$ cat config.mk
export PLATFORM = sky130hd
export DESIGN_NAME = smart_card_character_transceiver_core
export DESIGN_NICKNAME = d
export VERILOG_FILES = /design/src/sv/sctc_pkg.sv /design/src/sv/sctc_cfg.sv /design/src/sv/sctc_step.sv /design/src/sv/smart_card_character_transceiver_core.sv
export SDC_FILE = /design/constraint.sdc
export NUM_CORES = 1
export LEC_CHECK = 0
export ABC_AREA = 1
export BUFFER_PORTS_ARGS = -buffer_cell sky130_fd_sc_hd__buf_2
export CORE_MARGIN = 2
export CORE_UTILIZATION = 43
export CTS_CLUSTER_SIZE = 8
export DETAILED_ROUTE_END_ITERATION = 6
export GPL_TIMING_DRIVEN = 0
export SYNTH_ARGS = -nofsm -noshare
export SYNTH_HDL_FRONTEND = slang
export SYNTH_SLANG_ARGS = --single-unit
$ cat constraint.sdc
create_clock -name clk -period 2.7 [get_ports clk]
set_input_delay 0.135 -clock clk [delete_from_list [all_inputs] [get_ports clk]]
set_output_delay 0.135 -clock clk [all_outputs]
set_load 0.01 [all_outputs]
$ cat src/sv/sctc_pkg.sv
// Shared types, constants and register codes for the smart-card character transceiver.
package sctc_pkg;

    localparam int ETU_W     = 16;
    localparam int GUARD_W   = 4;
    localparam int BIDX_W    = 4;
    localparam int BYTE_W    = 8;
    localparam int CFG_IDX_W = 1;
    localparam int CFG_W     = ETU_W;

    localparam logic [ETU_W-1:0]   ETU_RESET   = ETU_W'(372);
    localparam logic [ETU_W-1:0]   ETU_MIN     = ETU_W'(2);
    localparam logic [GUARD_W-1:0] GUARD_RESET = GUARD_W'(2);

    // character step positions
    localparam logic [BIDX_W-1:0] BIDX_FIRST  = BIDX_W'(1);
    localparam logic [BIDX_W-1:0] BIDX_LAST_D = BIDX_W'(8);
    localparam logic [BIDX_W-1:0] BIDX_PAR    = BIDX_W'(9);

    localparam logic [BYTE_W-1:0] BYTE_ERR = 8'hFF;

    localparam logic [CFG_IDX_W-1:0] REG_ETU   = CFG_IDX_W'(0);
    localparam logic [CFG_IDX_W-1:0] REG_GUARD = CFG_IDX_W'(1);

    typedef enum logic [1:0] {
        PH_IDLE  = 2'd0,
        PH_RX    = 2'd1,
        PH_TX    = 2'd2,
        PH_GUARD = 2'd3
    } phase_t;

    typedef struct packed {
        logic [ETU_W-1:0]   etu_ticks;
        logic [GUARD_W-1:0] guard_etus;
    } cfg_t;

    typedef struct packed {
        phase_t             phase;
        logic [ETU_W-1:0]   tick_count;
        logic [BIDX_W-1:0]  bit_index;
        logic [BYTE_W-1:0]  shift_bits;
        logic               parity_acc;
        logic               line_out;
    } link_state_t;

    typedef struct packed {
        logic              io_drive;
        logic              rx_valid;
        logic [BYTE_W-1:0] rx_byte;
        logic              parity_error;
        logic              tx_done;
        logic              busy_res;
        logic              request_dropped;
    } result_t;

endpackage

$ cat src/sv/sctc_cfg.sv
// Configuration registers: ETU length and guard time.
module sctc_cfg (
    input  logic                          clk,
    input  logic                          rst_n,
    input  logic                          cfg_we,
    input  logic [sctc_pkg::CFG_IDX_W-1:0] cfg_index,
    input  logic [sctc_pkg::CFG_W-1:0]     cfg_wdata,
    output sctc_pkg::cfg_t                 cfg
);
    import sctc_pkg::*;

    logic [ETU_W-1:0]   etu_reg;
    logic [ETU_W-1:0]   etu_next;
    logic [GUARD_W-1:0] guard_reg;
    logic [GUARD_W-1:0] guard_next;

    always_comb
    begin
        etu_next   = etu_reg;
        guard_next = guard_reg;
        if (cfg_we)
        begin
            unique case (cfg_index)
                REG_ETU:   etu_next   = cfg_wdata[ETU_W-1:0];
                REG_GUARD: guard_next = cfg_wdata[GUARD_W-1:0];
                default:   ;
            endcase
        end
    end

    always_ff @(posedge clk or negedge rst_n)
    begin
        if (!rst_n)
        begin
            etu_reg   <= ETU_RESET;
            guard_reg <= GUARD_RESET;
        end
        else
        begin
            etu_reg   <= etu_next;
            guard_reg <= guard_next;
        end
    end

    assign cfg.etu_ticks  = etu_reg;
    assign cfg.guard_etus = guard_reg;

endmodule

$ cat src/sv/sctc_step.sv
// One tick of the character link: next link state and the result of the tick.
module sctc_step (
    input  sctc_pkg::cfg_t                  cfg,
    input  sctc_pkg::link_state_t           st,
    input  logic                            kind,
    input  logic                            io_level,
    input  logic [sctc_pkg::BYTE_W-1:0]     tx_byte,
    output sctc_pkg::link_state_t           st_next,
    output sctc_pkg::result_t               res
);
    import sctc_pkg::*;

    logic [ETU_W-1:0] eff_etu;
    logic [ETU_W-1:0] tick_dec;
    logic             expire;

    assign eff_etu  = (cfg.etu_ticks < ETU_MIN) ? ETU_MIN : cfg.etu_ticks;
    assign tick_dec = st.tick_count - ETU_W'(1);
    assign expire   = (tick_dec == '0);

    // next state
    always_comb
    begin
        st_next = st;
        if (st.phase == PH_IDLE)
        begin
            priority if (kind)
            begin
                st_next.phase      = PH_TX;
                st_next.line_out   = 1'b0;
                st_next.shift_bits = tx_byte;
                st_next.parity_acc = 1'b0;
                st_next.bit_index  = '0;
                st_next.tick_count = eff_etu;
            end
            else if (!io_level)
            begin
                st_next.phase      = PH_RX;
                st_next.shift_bits = '0;
                st_next.parity_acc = 1'b0;
                st_next.bit_index  = '0;
                st_next.tick_count = eff_etu;
            end
            else
            begin
                // line high and no request: stay idle
            end
        end
        else
        begin
            st_next.tick_count = tick_dec;
            if (expire)
            begin
                unique case (st.phase)
                    PH_RX:
                    begin
                        priority if (st.bit_index == '0)
                        begin
                            // start edge to middle of first data bit: 1.5 ETU
                            st_next.tick_count = eff_etu >> 1;
                            st_next.bit_index  = BIDX_FIRST;
                        end
                        else if (st.bit_index <= BIDX_LAST_D)
                        begin
                            st_next.shift_bits = {io_level, st.shift_bits[BYTE_W-1:1]};
                            st_next.parity_acc = st.parity_acc ^ io_level;
                            st_next.tick_count = eff_etu;
                            st_next.bit_index  = st.bit_index + BIDX_W'(1);
                        end
                        else if (st.bit_index == BIDX_PAR)
                        begin
                            st_next.parity_acc = st.parity_acc ^ io_level;
                            st_next.tick_count = eff_etu;
                            st_next.bit_index  = st.bit_index + BIDX_W'(1);
                        end
                        else
                        begin
                            st_next.phase     = PH_IDLE;
                            st_next.bit_index = '0;
                        end
                    end
                    PH_TX:
                    begin
                        priority if (st.bit_index < BIDX_LAST_D)
                        begin
                            st_next.line_out   = st.shift_bits[0];
                            st_next.parity_acc = st.parity_acc ^ st.shift_bits[0];
                            st_next.shift_bits = st.shift_bits >> 1;
                            st_next.tick_count = eff_etu;
                            st_next.bit_index  = st.bit_index + BIDX_W'(1);
                        end
                        else if (st.bit_index == BIDX_LAST_D)
                        begin
                            st_next.line_out   = st.parity_acc;
                            st_next.tick_count = eff_etu;
                            st_next.bit_index  = BIDX_PAR;
                        end
                        else
                        begin
                            st_next.line_out = 1'b1;
                            if (cfg.guard_etus == '0)
                            begin
                                st_next.phase     = PH_IDLE;
                                st_next.bit_index = '0;
                            end
                            else
                            begin
                                st_next.phase      = PH_GUARD;
                                st_next.bit_index  = cfg.guard_etus;
                                st_next.tick_count = eff_etu;
                            end
                        end
                    end
                    PH_GUARD:
                    begin
                        st_next.line_out  = 1'b1;
                        st_next.bit_index = st.bit_index - BIDX_W'(1);
                        if (st.bit_index == BIDX_FIRST)
                            st_next.phase = PH_IDLE;
                        else
                            st_next.tick_count = eff_etu;
                    end
                    default: ;
                endcase
            end
        end
    end

    // result of the tick
    always_comb
    begin
        res                 = '0;
        res.io_drive        = st_next.line_out;
        res.busy_res        = (st_next.phase != PH_IDLE);
        res.request_dropped = (st.phase != PH_IDLE) && kind;
        if (st.phase == PH_RX && expire && st.bit_index > BIDX_PAR)
        begin
            res.rx_valid     = 1'b1;
            res.parity_error = st.parity_acc;
            res.rx_byte      = st.parity_acc ? BYTE_ERR : st.shift_bits;
        end
        if (st.phase == PH_TX && expire && st.bit_index > BIDX_LAST_D
            && cfg.guard_etus == '0)
            res.tx_done = 1'b1;
        if (st.phase == PH_GUARD && expire && st.bit_index == BIDX_FIRST)
            res.tx_done = 1'b1;
    end

endmodule

$ cat src/sv/smart_card_character_transceiver_core.sv
// Top level of the smart-card character transceiver: input stage, tick logic, result stage.
//
//  channel | direction | handshake          | payload
//  in      | to block  | in_valid/in_stall  | kind, io_level, tx_byte
//  out     | from block| out_valid/out_stall| io_drive, rx_valid, rx_byte, parity_error,
//          |           |                    | tx_done, busy_res, request_dropped
//  cfg     | to block  | cfg_we             | cfg_index, cfg_wdata
//
// One item per clock unless out_stall holds a full result register. Each result goes
// through the input register, then the result register. Link state advances once per item.
// Reset: line released, state idle, ETU 372 ticks, guard 2 ETUs, both stages empty.
// out_stall holds the result register and, once the input register is full, in_stall.
module smart_card_character_transceiver_core (
    input  logic                           clk,
    input  logic                           rst_n,
    input  logic                           in_valid,
    output logic                           in_stall,
    input  logic                           kind,
    input  logic                           io_level,
    input  logic [sctc_pkg::BYTE_W-1:0]    tx_byte,
    output logic                           out_valid,
    input  logic                           out_stall,
    output logic                           io_drive,
    output logic                           rx_valid,
    output logic [sctc_pkg::BYTE_W-1:0]    rx_byte,
    output logic                           parity_error,
    output logic                           tx_done,
    output logic                           busy_res,
    output logic                           request_dropped,
    input  logic                           cfg_we,
    input  logic [sctc_pkg::CFG_IDX_W-1:0] cfg_index,
    input  logic [sctc_pkg::CFG_W-1:0]     cfg_wdata
);
    import sctc_pkg::*;

    cfg_t        cfg;
    link_state_t st_reg;
    link_state_t st_next;
    result_t     res_comb;
    result_t     res_reg;

    logic              in_v_reg;
    logic              in_v_next;
    logic              kind_reg;
    logic              io_level_reg;
    logic [BYTE_W-1:0] tx_byte_reg;
    logic              out_v_reg;
    logic              out_v_next;
    logic              adv;
    logic              in_take;
    logic              step;

    sctc_cfg u_cfg (
        .clk       (clk),
        .rst_n     (rst_n),
        .cfg_we    (cfg_we),
        .cfg_index (cfg_index),
        .cfg_wdata (cfg_wdata),
        .cfg       (cfg)
    );

    sctc_step u_step (
        .cfg      (cfg),
        .st       (st_reg),
        .kind     (kind_reg),
        .io_level (io_level_reg),
        .tx_byte  (tx_byte_reg),
        .st_next  (st_next),
        .res      (res_comb)
    );

    assign adv      = !out_v_reg || !out_stall;
    assign in_stall = in_v_reg && !adv;
    assign in_take  = in_valid && !in_stall;
    assign step     = in_v_reg && adv;

    assign in_v_next  = in_take ? 1'b1 : (adv ? 1'b0 : in_v_reg);
    assign out_v_next = adv ? in_v_reg : out_v_reg;

    always_ff @(posedge clk or negedge rst_n)
    begin
        if (!rst_n)
        begin
            in_v_reg  <= 1'b0;
            out_v_reg <= 1'b0;
            st_reg    <= '{phase: PH_IDLE, tick_count: '0, bit_index: '0,
                           shift_bits: '0, parity_acc: 1'b0, line_out: 1'b1};
        end
        else
        begin
            in_v_reg  <= in_v_next;
            out_v_reg <= out_v_next;
            if (step)
                st_reg <= st_next;
        end
    end

    always_ff @(posedge clk)
    begin
        if (in_take)
        begin
            kind_reg     <= kind;
            io_level_reg <= io_level;
            tx_byte_reg  <= tx_byte;
        end
        if (step)
            res_reg <= res_comb;
    end

    assign out_valid       = out_v_reg;
    assign io_drive        = res_reg.io_drive;
    assign rx_valid        = res_reg.rx_valid;
    assign rx_byte         = res_reg.rx_byte;
    assign parity_error    = res_reg.parity_error;
    assign tx_done         = res_reg.tx_done;
    assign busy_res        = res_reg.busy_res;
    assign request_dropped = res_reg.request_dropped;

    // line is only driven low while a transmission is running
    a_low_only_tx: assert property (@(posedge clk) disable iff (!rst_n)
        (st_reg.line_out == 1'b0) |-> (st_reg.phase == PH_TX))
        else $error("line driven low outside transmit");

    // a character cannot complete on both sides in one tick
    a_rx_tx_excl: assert property (@(posedge clk) disable iff (!rst_n)
        out_v_reg |-> !(res_reg.rx_valid && res_reg.tx_done))
        else $error("rx and tx completed together");

    // parity failure reports the error byte
    a_perr_byte: assert property (@(posedge clk) disable iff (!rst_n)
        (out_v_reg && res_reg.parity_error) |-> (res_reg.rx_valid && res_reg.rx_byte == BYTE_ERR))
        else $error("parity error without error byte");

    // the link state only moves when an item is processed
    a_state_hold: assert property (@(posedge clk) disable iff (!rst_n)
        !step |=> $stable(st_reg))
        else $error("link state changed without an item");

endmodule

==> results of run 1 <==
[synth_stat cells, drive strengths merged]
master	n	share of area
a211oi	2	0.0057
a21o	4	0.0062
a21oi	41	0.049
a22oi	4	0.0062
a31o	1	0.0018
a31oi	2	0.0039
a32oi	1	0.0018
buf	8	0.0093
clkbuf	4	0.0031
dfrtp	47	0.24
dfstp	7	0.038
edfxtp	24	0.15
ha	6	0.016
inv	81	0.063
nand2	202	0.16
nand2b	1	0.0013
nand3	40	0.049
nand3b	1	0.0016
nand4	7	0.0091
nor2	78	0.075
nor3	4	0.0075
nor3b	1	0.0016
o2111ai	2	0.0036
o211ai	6	0.0093
o21a	7	0.011
o21ai	37	0.039
o22ai	19	0.025
o31ai	1	0.0016
o32ai	1	0.0018
xnor2	1	0.0018
xor2	2	0.0036
[what timing repair did]
action,CTS,global route
endpoints found under the setup margin,23,17
pin swaps,0,0
gates cloned,0,0
endpoints found under the hold margin,13,47
hold buffers,13,1
resized for setup,1,2
[kinds of logic after synthesis]
logic type | share of synthesized area
AOI/OAI and AO/OA | 0.165
xor gates and xnor gates | 0.00544
adders and majority gates | 0.0155
buffers and inverters | 0.0753
DFF | 0.431
and+or+nand+nor | 0.308
[layer usage]
| layer | up-vias | global-route usage | part of all wire |
|---|---|---|---|
| met5 | - | 0 | 0 |
| met4 | 0 | 0.0588 | 0.010 |
| met3 | 7 | 0.0347 | 0.056 |
| met2 | 125 | 0.359 | 0.45 |
| met1 | 2023 | 0.327 | 0.48 |
| li1 | 2253 | - | - |
[how the worst max path moves through the flow]
stage | startpoint | to | slack [ns]
3_5_place_dp | out_valid | st_reg[5] | -0.21
4_1_cts | out_valid | st_reg[8] | 0.12
5_1_grt | out_valid | st_reg[10] | 0.02
6_report | out_valid | st_reg[10] | 0.20
3_3_place_gp | out_valid | st_reg[10] | -0.14
2_1_floorplan | out_valid | st_reg[2] | 0.48
[placed cells by master, fill, tap and decap left out, types with 3 or more instances in the layout]
| cell type | n |
|---|---|
| nand2_1 | 191 |
| inv_1 | 74 |
| nor2_1 | 63 |
| buf_2 | 49 |
| dfrtp_1 | 47 |
| a21oi_1 | 37 |
| nand3_1 | 36 |
| o21ai_0 | 35 |
| edfxtp_1 | 24 |
| o22ai_1 | 19 |
| dlygate4sd3_1 | 14 |
| nand2_2 | 10 |
| clkbuf_8 | 9 |
| nor2_2 | 8 |
| inv_2 | 7 |
| nand4_1 | 7 |
| nor2_4 | 7 |
| o21a_1 | 7 |
| dfstp_2 | 7 |
| o211ai_1 | 6 |
| ha_1 | 5 |
| clkbuf_1 | 4 |
| a22oi_1 | 4 |
| a21o_1 | 4 |
| buf_1 | 3 |
| inv_6 | 3 |
[critical path, cell delays in order, from the launching register on]
cell,delay [ns]
dfrtp_1,0.38
nand2_1,0.09
inv_1,0.07
nor2_4,0.42
inv_1,0.28
nor2_1,0.72
nand2_2,0.21
o22ai_1,0.24
[cell type report]
cell class	count	share of cell area
Clock inverter	7	0.0110
Multi-Input combinational cell	471	0.430
Sequential cell	78	0.372
Timing Repair Buffer	61	0.0676
Inverter	81	0.0544
Buffer	12	0.0108
Clock buffer	9	0.0222
Tap cell	140	0.0314
[per-stage QoR]
stage	util	setup slack [ns]	hold WS, ns	TNS [ns]	instance area (um^2)
floorplan	-	0.476	-0.161	0	4830
global placement	0.481	-0.135	0.311	-1.77	5240
detailed placement	0.481	-0.212	0.313	-3.70	5240
CTS	0.511	0.124	0.00581	0	5560
global route	0.513	0.0192	0.0207	0	5590
finish	0.513	0.202	0.0179	0	5590
[power by group through the flow]
stage / clock network, W / registers [W] / logic (W)
floorplan: 0 / 0.00169 / 0.00157
global placement: 0 / 0.00175 / 0.00206
detailed placement: 0 / 0.00175 / 0.00208
CTS: 0.000864 / 0.00173 / 0.00211
global route: 0.000917 / 0.00177 / 0.00243
finish: 0.000839 / 0.00173 / 0.00215
==> flow_metrics.tcl, run 1 <==
set metrics [dict create \
    cp-start-kind "flop" \
    postRouteAntennaNets 0 \
    area_growth_pct 15.6 \
    regArea_um2 2080 \
    via_per_inst 5.13 \
    worstMarginPinSlew_ns 0.868 \
    r2r_end "st_reg[10]" \
    cts_tree "yes" \
    p_per_area_nw_per_um2 844 \
    dp_cells 829 \
    crit_required_ns 2.96 \
    finalHoldViolCount 0 \
    netlist_area_um2 4830 \
    setup_viol 0 \
    power_frac_clock 0.178 \
    peakVddDrop_mv 0.458 \
    wl_per_cell_um 14.7 \
    p_sw_frac 0.467 \
    clk_latency_ns 0.36 \
    cts_buffers 9 \
    grt_pass1_wl_mm 21.0 \
    synth_cells 642 \
    rrSetupSlack_ns 0.20 \
    crit_path_end_kind "flop" \
    min_period_over_period 0.925 \
    hold-path-endpoint "out_valid" \
    final_layout_size_suffix_gt1_frac 0.170 \
    max_freq_mhz 400 \
    ys_seq_elements 78 \
    core-area_um2 10900 \
    hp-class "primary input to flop" \
    grt_max_degree 55 \
    p_total_w 0.00472 \
    worst_r2r_startpoint "out_valid" \
    nFillCells 1107 \
    rsz0062_at_grt "false" \
    grtUsageTotal 0.227 \
    cts.sinks 78 \
    cts.clk_slew.worst_paths_ns 0.08 \
    ys_seq_area_frac 0.431 \
    synthesis.yosys.warnings 0 \
    die_w_um 110 \
    antenna_found_initial 0 \
    cts_root_buffer "clkbuf_8" \
    htreeDepth 3 \
    overflow 0 \
    fp.dieH_um 110 \
    grt_pass1_vias 4265 \
    cts_setup_buffers 0 \
    synth.distinct_cells 49 \
    io_pins 48 \
    outcome "complete, no violations" \
    io_buffers 47 \
    first_iter_violations 285 \
    critPathKind "flop to flop" \
    die_area_um2 12100 \
    seq_power_share 0.367 \
    largest_register_ff_count 32 \
    finClkSkew_ns 0.00892 \
    stdcell_count 859 \
    cts_buffer_depth 2 \
    relSlewSlack 0.420 \
    multi_input_area_um2 2400 \
    fin_nets 752 \
    avgSynthCellArea_um2 7.53 \
    switching_power_w 0.00220 \
    synth_nets 680 \
    r2r_cells 7 \
    leakagePower_nw 2.59 \
    insertedDiodeCount 0 \
    final_max_slew_viol_count 0 \
    vias 4408 \
    post-route-min-period_ns 2.50 \
    p_comb_frac 0.455 \
    worstHoldPathCells 3 \
    critPathMaxFanout 18 \
    place.detailed.hpwl_mm 9.50 \
    drcViolationCount 0 \
    rows 38 \
    cap_viol_max_count 0 \
    routabilityCongestion 0.903 \
    dr.pass1.iters 5 \
    drt-total-wl_mm 12.6 \
    start_util 0.444 \
    p_int_w 0.00251 \
    hp-start "out_stall" \
    worstPathArrival_ns 2.76 \
]
No activity file was read; power rests on OpenSTA's default activity.
==> run 2: changes to the inputs <==
Settings changed: BUFFER_PORTS_ARGS -buffer_cell sky130_fd_sc_hd__buf_2 to default, DONT_BUFFER_PORTS from default to 1.
==> flow_metrics.tcl, run 2 (synthesis gave the netlist of run 1 again) <==
set metrics [dict create \
    drcViolationCount 0 \
    worstMarginPinSlew_ns 0.902 \
    cts_buffer_depth 2 \
    final_layout_size_suffix_gt1_frac 0.113 \
    htreeDepth 3 \
    dr.pass1.iters 5 \
    grt_pass1_wl_mm 21.3 \
    place.detailed.hpwl_mm 9.52 \
    first_iter_violations 308 \
    rows 38 \
    fin_nets 725 \
    largest_register_ff_count 32 \
    clk_latency_ns 0.36 \
    r2r_cells 14 \
    critPathKind "flop to flop" \
    r2r_end "st_reg[16]" \
    peakVddDrop_mv 0.463 \
    fin_util 0.514 \
    cp-start-kind "flop" \
    crit_path_end_kind "flop" \
    p_comb_frac 0.437 \
    nFillCells 1033 \
    cts_root_buffer "clkbuf_8" \
    finClkSkew_ns 0.0148 \
    post-route-min-period_ns 2.44 \
    setup_viol 0 \
    area_growth_pct 15.8 \
    rrSetupSlack_ns 0.26 \
    crit_required_ns 3.00 \
    max_freq_mhz 410 \
    leakagePower_nw 2.52 \
    die_area_um2 12100 \
    cts_tree "yes" \
    min_period_over_period 0.904 \
    fp.dieH_um 110 \
    worstHoldPathCells 2 \
    worst_r2r_startpoint "st_reg[14]" \
    grt_pass1_vias 4201 \
    mostFrequentLayoutCell "nand2_1" \
    cts_buffers 9 \
    finalHoldViolCount 0 \
    grt_max_degree 55 \
    switching_power_w 0.00219 \
    wl_per_cell_um 15.6 \
    mostFrequentLayoutCells "191 x nand2_1, 74 x inv_1, 63 x nor2_1, 47 x dfrtp_1, 37 x a21oi_1" \
    vias 4423 \
    rsz0062_at_grt "false" \
    hold-path-endpoint "u_cfg.guard_reg[1]" \
    outcome "complete, no violations" \
    relSlewSlack 0.396 \
    cts.sinks 78 \
    worstPathArrival_ns 2.74 \
    io_buffers 0 \
    antenna_found_initial 0 \
    p_per_area_nw_per_um2 871 \
    p_sw_frac 0.450 \
    seq_power_share 0.359 \
    final_max_slew_viol_count 0 \
    cap_viol_max_count 0 \
    p_int_w 0.00268 \
    power_frac_clock 0.204 \
    routabilityCongestion 0.928 \
    drt-total-wl_mm 13.0 \
    die_w_um 110 \
    insertedDiodeCount 0 \
    overflow 0 \
    dpl_worst_slack_ns -0.256 \
    hp-class "primary input to flop" \
    grtUsageTotal 0.231 \
    tns_ns 0 \
    io_pins 48 \
    fin_ws_ns 0.260 \
    critPathMaxFanout 10 \
    cts.clk_slew.worst_paths_ns 0.09 \
    postRouteAntennaNets 0 \
    start_util 0.444 \
    via_per_inst 5.32 \
    hp-start "cfg_index" \
    core-area_um2 10900 \
]
## run 2: changes by cell type in the layout (fill, tap and decap cells not counted), moves of 2 or more
cell	change
buf_2	-46
bufinv_16	+2
clkinv_2	+2
dlygate4sd3_1	+17
inv_6	-3
## run 2: worst max-delay path, cell delays in order (launching register included)
cell     delay (ns)
dfrtp_1        0.42
inv_2          0.14
ha_2           0.29
nand2_4        0.11
nor2_1         0.16
nand2_1        0.07
nand2_1        0.05
nand2_1        0.12
nor2_1         0.13
nand2_1        0.06
nor2_2         0.13
nand2_1        0.08
buf_2          0.18
o21ai_0        0.28
a21o_1         0.15
## run 2: worst max path at each step
stage / start / endpoint
after floorplan: out_valid / st_reg[2]
after global placement: out_valid / st_reg[3]
after global routing: st_reg[14] / st_reg[19]
final: st_reg[14] / st_reg[16]
after detailed placement: out_valid / st_reg[5]
after CTS: out_valid / st_reg[5]
## run 2: power by group through the flow
stage	Sequential [W]	Clock [W]	Combinational, W
3_5_place_dp	0.00177	0	0.00201
3_3_place_gp	0.00177	0	0.00198
4_1_cts	0.00175	0.00101	0.00209
5_1_grt	0.00179	0.00107	0.00241
2_1_floorplan	0.00169	0	0.00157
6_report	0.00175	0.000993	0.00213
## run 2: metrics by stage
| step | cells | total power (W) | hold slack [ns] | cell area (um^2) |
|---|---|---|---|---|
| global placement | 782 | 0.00375 | -0.159 | 5010 |
| CTS | 830 | 0.00485 | 0.0694 | 5570 |
| detailed placement | 782 | 0.00379 | -0.159 | 5010 |
| global route | 832 | 0.00527 | 0.134 | 5600 |
| floorplan | 642 | 0.00327 | -0.161 | 4830 |
| finish | 832 | 0.00487 | 0.0663 | 5600 |
## run 2: layout make-up
class | instances | area [um^2] | area share
clock buffer | 9 | 124 | 0.0221
tap | 140 | 175 | 0.0313
inverter | 81 | 304 | 0.0543
buffer | 12 | 60.1 | 0.0107
timing repair buffer | 34 | 353 | 0.0630
sequential | 78 | 2080 | 0.372
clock inverter | 7 | 97.6 | 0.0174
multi-input combinational | 471 | 2400 | 0.429
## run 2: metal layers
layer	track usage	vias up	share of wire
met1	0.338	2056	0.47
met2	0.346	145	0.45
met3	0.0400	23	0.063
met4	0.0732	0	0.017
li1	-	2199	-
met5	0	-	0
## run 2: what timing repair did
item,4_1_cts,5_1_grt
gates resized for setup,1,2
setup buffers,0,2
hold buffers,32,0
setup endpoints to repair,24,30
endpoints found under the hold margin,86,0
pin swaps,0,1
==> run 3: changes to the inputs <==
--- a/config.mk
+++ b/config.mk
@@ -8,2 +8,3 @@
 export ABC_AREA = 1
+export CAP_MARGIN = 20
 export CORE_MARGIN = 2
==> constraint.sdc (replaced) <==
create_clock -name clk -period 2.7 [get_ports clk]
set_input_delay 0.405 -clock clk [delete_from_list [all_inputs] [get_ports clk]]
set_output_delay 0.405 -clock clk [all_outputs]
set_load 0.01 [all_outputs]
==> flow_metrics.tcl, run 3 (synthesis gave the netlist of run 1 again) <==
set metrics [dict create \
    outcome "complete, no violations" \
    core-area_um2 10900 \
    first_iter_violations 298 \
    p_comb_frac 0.432 \
    rsz0062_at_grt "false" \
    place.detailed.hpwl_mm 9.52 \
    cts.sinks 78 \
    grt_pass1_vias 4068 \
    overflow 0 \
    rows 38 \
    clk_latency_ns 0.36 \
    wl_per_cell_um 15.6 \
    post-route-min-period_ns 2.43 \
    cts_tree "yes" \
    min_period_over_period 0.900 \
    setup_viol 0 \
    die_w_um 110 \
    relSlewSlack 0.396 \
    critPathMaxFanout 10 \
    leakagePower_nw 2.39 \
    crit_path_end_kind "flop" \
    cts.clk_slew.worst_paths_ns 0.09 \
    fin_nets 695 \
    htreeDepth 3 \
    top_usage_layer "met1" \
    cts_buffer_depth 2 \
    switching_power_w 0.00219 \
    grt_util_met2 0.333 \
    postRouteAntennaNets 0 \
    nFillCells 1064 \
    cts_root_buffer "clkbuf_8" \
    largest_register_ff_count 32 \
    r2r_cells 14 \
    tns_ns 0 \
    cp-start-kind "flop" \
    drt-total-wl_mm 12.5 \
    final_cell_area_um2 5300 \
    place_area_um2 5010 \
    grtUsageTotal 0.224 \
    power_frac_clock 0.206 \
    max_freq_mhz 411 \
    die_area_um2 12100 \
    grt_use_met1 0.335 \
    finalHoldViolCount 0 \
    seq_power_share 0.362 \
    fp.dieH_um 110 \
    met3_usage 0.0353 \
    worstHoldPathCells 0 \
    cap_viol_max_count 0 \
    stdcell_count 802 \
    dpl_worst_slack_ns -0.256 \
    area_growth_pct 9.63 \
    antenna_found_initial 0 \
    routabilityCongestion 0.928 \
    crit_required_ns 3.00 \
    fin_util 0.487 \
    final_max_slew_viol_count 0 \
    insertedDiodeCount 0 \
    hp-class "primary input to flop" \
    p_per_area_nw_per_um2 914 \
    p_sw_frac 0.452 \
    vias 4304 \
    worstMarginPinSlew_ns 0.903 \
    p_int_w 0.00265 \
    via_per_inst 5.37 \
    critPathKind "flop to flop" \
    peakVddDrop_mv 0.447 \
    mostFrequentLayoutCell "nand2_1" \
    io_pins 48 \
    dp_cells 782 \
    finClkSkew_ns 0.0124 \
    io_buffers 0 \
    mostFrequentLayoutCells "191 x nand2_1, 74 x inv_1, 63 x nor2_1, 47 x dfrtp_1, 37 x a21oi_1" \
    worstPathArrival_ns 2.73 \
    grt_pass1_wl_mm 20.8 \
    grt_max_degree 55 \
    final_layout_size_suffix_gt1_frac 0.118 \
    drcViolationCount 0 \
    dr.pass1.iters 5 \
    start_util 0.444 \
    fin_ws_ns 0.269 \
    cts_buffers 9 \
]
run 3: cell count changes in the layout (fill, tap and decap cells not counted):
cell,before,now
dlygate4sd3_1,31,1
run 3: layer usage:
| layer | up-vias | wire (um) |
|---|---|---|
| met1 | 2018 | 6100 |
| met3 | 22 | 664 |
| met5 | - | 0 |
| met2 | 128 | 5530 |
| met4 | 0 | 209 |
| li1 | 2136 | - |
run 3: repair_timing:
action,CTS,global route
setup endpoints to repair,24,31
pin swaps,0,1
hold endpoints to repair,54,0
hold buffers,2,0
resized for setup,1,2
buffers inserted,0,2
run 3: final cells by class:
cell class	count	area, um^2	share of cell area
Tap cell	140	175	0.0331
Inverter	81	304	0.0574
Timing Repair Buffer	4	52.6	0.00992
Clock buffer	9	124	0.0234
Buffer	12	60.1	0.0113
Sequential cell	78	2080	0.393
Multi-Input combinational cell	471	2400	0.454
Clock inverter	7	97.6	0.0184
run 3: power by group through the flow:
stage	combinational, W	sequential, W	clock, W
floorplan	0.00157	0.00169	0
global placement	0.00198	0.00177	0
detailed placement	0.00201	0.00177	0
CTS	0.00205	0.00175	0.00101
global route	0.00237	0.00179	0.00106
finish	0.00209	0.00175	0.000995
run 3: critical path: stages (launching register included):
cell	delay (ns)
dfrtp_1	0.42
inv_2	0.14
ha_2	0.29
nand2_4	0.11
nor2_1	0.16
nand2_1	0.07
nand2_1	0.05
nand2_1	0.12
nor2_1	0.12
nand2_1	0.06
nor2_2	0.13
nand2_1	0.08
buf_2	0.18
o21ai_0	0.29
a21o_1	0.15
run 3: final timing paths:
kind                             from  slack (ns)                 end
max                        st_reg[14]        0.27          st_reg[16]
min                        tx_byte[7]        0.13      tx_byte_reg[7]
max reg2reg                st_reg[14]        0.27          st_reg[16]
min reg2reg                 st_reg[0]        0.50           st_reg[0]
max in group asynchronous       rst_n        1.84  u_cfg.guard_reg[1]
min in group asynchronous       rst_n        0.56          st_reg[23]
run 3: metrics by stage:
step           power, W  hold WS (ns)
2_1_floorplan   0.00327         0.109
3_3_place_gp    0.00375         0.111
3_5_place_dp    0.00379         0.111
4_1_cts         0.00481         0.122
5_1_grt         0.00523         0.113
6_report        0.00484         0.134
